## config.mk

```make
export PLATFORM = sky130hd
export DESIGN_NAME = fiws_divider
export DESIGN_NICKNAME = d
export VERILOG_FILES = /design/src/rtl/fiws_pkg.sv /design/src/rtl/fiws_divider.sv
export SDC_FILE = /design/constraint.sdc
export NUM_CORES = 1
export LEC_CHECK = 0
export BUFFER_PORTS_ARGS = -buffer_cell sky130_fd_sc_hd__clkbuf_2
export CORE_ASPECT_RATIO = 1.1
export CORE_MARGIN = 2
export CORE_UTILIZATION = 52
export CTS_CLUSTER_SIZE = 12
export DETAILED_ROUTE_END_ITERATION = 8
export HOLD_SLACK_MARGIN = 0.02
export MAX_ROUTING_LAYER = met4
export PLACE_DENSITY_LB_ADDON = 0.08
export SLEW_MARGIN = 10
export SYNTH_ARGS = -nofsm -noshare
export SYNTH_HDL_FRONTEND = slang
export SYNTH_SLANG_ARGS = --single-unit
```

## constraint.sdc

```tcl
create_clock -name clk_i -period 3 [get_ports clk_i]
set_input_delay 0.6 -clock clk_i [delete_from_list [all_inputs] [get_ports clk_i]]
set_output_delay 0.6 -clock clk_i [all_outputs]
set_load 0.005 [all_outputs]
```

## src/rtl/fiws_pkg.sv

```systemverilog
// Shared widths and the divider status type for the frame interval statistics block.
`timescale 1ns / 1ps
`default_nettype none
package fiws_pkg;

  localparam int unsigned TsW      = 48;
  localparam int unsigned IvlW     = 32;
  localparam int unsigned CntW     = 32;
  localparam int unsigned FillOutW = 9;

  localparam logic OpFrame   = 1'b0;
  localparam logic OpRestart = 1'b1;

  typedef struct packed {
    logic busy;
    logic done;
  } div_stat_t;

endpackage
`default_nettype wire

```

## src/rtl/fiws_divider.sv

```systemverilog
// Restoring serial divider that produces one quotient bit per cycle.
`timescale 1ns / 1ps
`default_nettype none
module fiws_divider
  import fiws_pkg::*;
#(
  parameter int unsigned DividendW = 41,
  parameter int unsigned DivisorW  = 9
) (
  input  wire logic                 clk_i,
  input  wire logic                 rst_ni,
  input  wire logic                 start_i,
  input  wire logic [DividendW-1:0] dividend_i,
  input  wire logic [DivisorW-1:0]  divisor_i,
  output      div_stat_t            stat_o,
  output      logic [DividendW-1:0] quotient_o
);

  localparam int unsigned CntW_ = $clog2(DividendW + 1);

  logic                 busy_q, busy_d;
  logic                 done_q, done_d;
  logic [CntW_-1:0]     cnt_q, cnt_d;
  logic [DivisorW-1:0]  rem_q, rem_d;
  logic [DividendW-1:0] quo_q, quo_d;
  logic [DivisorW-1:0]  dvs_q, dvs_d;
  logic [DivisorW:0]    shifted;
  logic [DivisorW:0]    dvs_ext;
  logic [DivisorW:0]    diff;
  logic                 ge;

  assign shifted = {rem_q, quo_q[DividendW-1]};
  assign dvs_ext = {1'b0, dvs_q};
  assign ge      = shifted >= dvs_ext;
  assign diff    = shifted - dvs_ext;

  always_comb begin
    busy_d = busy_q;
    done_d = 1'b0;
    cnt_d  = cnt_q;
    rem_d  = rem_q;
    quo_d  = quo_q;
    dvs_d  = dvs_q;
    if (start_i && !busy_q) begin
      busy_d = 1'b1;
      cnt_d  = CntW_'(DividendW);
      rem_d  = '0;
      quo_d  = dividend_i;
      dvs_d  = divisor_i;
    end else if (busy_q) begin
      rem_d = ge ? diff[DivisorW-1:0] : shifted[DivisorW-1:0];
      quo_d = {quo_q[DividendW-2:0], ge};
      cnt_d = cnt_q - CntW_'(1);
      if (cnt_q == CntW_'(1)) begin
        busy_d = 1'b0;
        done_d = 1'b1;
      end
    end
  end

  always_ff @(posedge clk_i or negedge rst_ni) begin
    if (!rst_ni) begin
      busy_q <= 1'b0;
      done_q <= 1'b0;
      cnt_q  <= '0;
    end else begin
      busy_q <= busy_d;
      done_q <= done_d;
      cnt_q  <= cnt_d;
    end
  end

  always_ff @(posedge clk_i) begin
    rem_q <= rem_d;
    quo_q <= quo_d;
    dvs_q <= dvs_d;
  end

  assign stat_o.busy = busy_q;
  assign stat_o.done = done_q;
  assign quotient_o  = quo_q;

endmodule
`default_nettype wire

```

==> out/metrics.csv <==
stage;metric;value;unit
sta;fin_tns_setup;0;ns
clock_network;path_clk_slew;0.08;ns
die;initial_core_util;53.11;%
worst_hold_path;min_path_type;input port to async pin;
clock_network;cts-resized-gates;0;
clock_network;root_buffer;clkbuf_8;
sta;max_freq;0.4134;GHz
grt;overflow;0;
setup_path;crit_type;flip-flop to flip-flop;
pwr;power;0.004095;W
setup_path;crit_path_end;rem_q[1];
setup_path;cp.arrival;2.63;ns
grt;grt_max_degree;42;
clock_network;cts_sinks;67;
status;status;finished clean;
grt;grt_pass1_wl;9880;µm
setup_path;reg2reg_setup_slack;0.58;ns
setup_path;worstSetupStartpointType;flip-flop;
detailed_routing;drc;0;
die;die_height;86.91;µm
clock_network;cts_htree_levels;3;
setup_path;reg2reg_to;rem_q[1];
die;dieArea;0.006898;mm²
clock_network;postCtsSetupBuffers;0;
pwr;cellLeakagePower;1.649;nW
detailed_routing;post_drt_wl_per_cell;14.61;µm
pwr;power_density;1019;mW/mm²
yosys;synth_nets;306;
finish;fill_cells;474;
setup_path;reg2reg_depth;9;
yosys;avgSynthCellArea;13.48;µm²
die;coreArea;0.006118;mm²
setup_path;required;3.21;ns
finish;layout-drive-gt1-share;47.25;%
clock_network;cts_tree;done;
setup_path;r2r-start;quotient_o[40];
grt;grt_pass1_vias;2094;
yosys;yosys_most_used_dff;edfxtp_1;
detailed_routing;ant_nets;0;
detailed_routing;drt_iter0_drc;132;
sta;setup_viol;0;
setup_path;critical_path_peak_fanout;18;
finish;area_growth;23.68;%
sta;grt_setup_unrepaired;no;
detailed_routing;routed_wl;6210;µm
yosys;ys_seq_area_share;57.91;%
place;hpwl;4445;µm
die;placementRows;30;
grt;track_usage;19.61;%
finish;nNetsFinal;405;
place;dpl.cell_count;409;
clock_network;clk_latency;0.33;ns
yosys;synth_cell_types;46;
sta;tightest_slew;0.6467;ns
sta;period_needed;2.419;ns
sta;worst_clock_skew;0.007888;ns
sta;drv_slew;0;
pwr;ir_worst_vdd;0.4766;mV
yosys;syn-instance-count;241;
sta;slew_headroom;56.89;%
sta;hold_viol_final;0;
detailed_routing;post_drt_via_cell_ratio;5.200;
die;io_pins;96;
flow_run;maxCapViolCount;0;
sta;finalCritPeriodShare;80.63;%
place;io_buffer_count;95;
place;gp_congestion;0.8123;
yosys;synth_seq_cells;67;
clock_network;clockBufferDepth;2;
detailed_routing;vias;2210;
yosys;netlist_area;0.003249;mm²
clock_network;cts_made_buffers;9;
finish;diodes;0;
yosys;ys_warn_count;0;
finish;instances_no_fill;425;
clock_network;hold_buffers;0;
setup_path;cp-startpoint;quotient_o[40];
detailed_routing;drtPass1Iterations;4;
grt;antenna_found_initial;0;
yosys;synth_edf_count;50;
die;fp.dieW;79.37;µm
yosys;async_flop_share;11.94;%
setup_path;crit_path_end_kind;flip-flop;
[critical path, cell delays in order, from the launching register on]
cell and delay [ns]:
edfxtp_1 0.41, inv_1 0.07, ha_1 0.15, inv_1 0.05, fa_1 0.43, a211oi_4 0.29
o211ai_2 0.15, a21oi_4 0.43, mux2i_1 0.24, o21ai_1 0.07
[cell families after synthesis]
kind of cell | synth area share (%)
DFF | 57.91
and+or+nand+nor | 7.201
muxes | 15.13
AOI/OAI and AO/OA | 9.165
buffers and inverters | 3.850
adders and majority gates | 4.852
xor gates and xnor gates | 1.887
[worst min-delay path by stage]
stage               endpoint  slack [ns]  cells past startpoint
floorplan             busy_q        0.30                      0
global placement    rem_q[8]        0.45                      2
detailed placement  rem_q[8]        0.45                      2
CTS                 cnt_q[0]        0.08                      1
global route        cnt_q[3]        0.09                      1
finish              cnt_q[3]         0.1                      1
[through the flow]
step	instance area, µm²	worst slack (ns)	util (%)	hold slack (ns)
after floorplan	3249	0.7903	-	0.3044
after global placement	3797	0.6499	62.07	0.4474
after detailed placement	3797	0.5703	62.07	0.4509
after CTS	4019	0.5622	65.69	0.08363
after global routing	4019	0.4229	65.69	0.08726
final	4019	0.5810	65.69	0.09696
[cells in the mapped netlist, types with 2 or more instances]
| library cell | number | area share [%] |
|---|---|---|
| dfrtp_1 | 8 | 6.2 |
| nor2b_1 | 3 | 0.58 |
| nand2b_1 | 2 | 0.38 |
| o21ai_0 | 4 | 0.62 |
| xnor2_1 | 6 | 1.6 |
| ha_1 | 11 | 4.2 |
| and2b_1 | 2 | 0.46 |
| nor2_1 | 10 | 1.2 |
| a21oi_1 | 7 | 1.1 |
| nand3_1 | 6 | 0.92 |
| dfxtp_1 | 9 | 5.5 |
| o22ai_1 | 3 | 0.58 |
| o31ai_1 | 3 | 0.69 |
| mux2_2 | 41 | 14 |
| nor3_1 | 5 | 0.77 |
| nand2_1 | 13 | 1.5 |
| a32oi_1 | 2 | 0.54 |
| o311ai_1 | 4 | 1.1 |
| inv_1 | 16 | 1.8 |
| mux2i_1 | 3 | 0.92 |
| a21oi_4 | 2 | 1.0 |
| buf_2 | 7 | 1.1 |
| buf_4 | 2 | 0.46 |
| edfxtp_1 | 50 | 46 |
[where the power goes]
part,total [W],internal [W],switching (W)
clock network,0.000803,0.000457,0.000346
logic,0.00153,0.000818,0.000708
registers,0.00177,0.00150,0.000264
[cell usage in the layout, fill, tap and decap left out, drive strengths merged, types with 4 or more instances in the layout]
cell | synthesis | routed
ha | 11 | 11
dfxtp | 9 | 9
mux2 | 41 | 41
nand3 | 6 | 6
o21ai | 5 | 5
xnor2 | 6 | 6
o31ai | 4 | 4
edfxtp | 50 | 50
o311ai | 4 | 4
inv | 16 | 16
nor3 | 5 | 5
buf | 10 | 4
nor2 | 10 | 10
nand2 | 13 | 13
dfrtp | 8 | 8
a21oi | 10 | 10
clkbuf | 1 | 106
[final cells by class]
class                   count  area (µm²)  area share (%)
clock buffers              11       162.7           4.047
clock inverters             5       58.81           1.463
inverters                  16       60.06           1.494
multi-input cells         147        1250           31.10
flip-flops and latches     67        1882           46.82
well taps                  80       100.1           2.491
repair buffers             99       505.5           12.58
[state kept, by name, summed over array words and instances (netlist names)]
name and cells:
quotient_o 41, done_q 1, busy_q 1, dvs_q 9, cnt_q 6, rem_q 9
[layer usage]
metal	track usage [%]	share of wire [%]	vias to the layer above
met1	25.40	45	1038
met5	-	0	-
met3	6.017	5.8	10
met4	7.680	2.0	0
met2	29.12	47	61
li1	-	-	1101
Power figures use the tool's default switching activity.
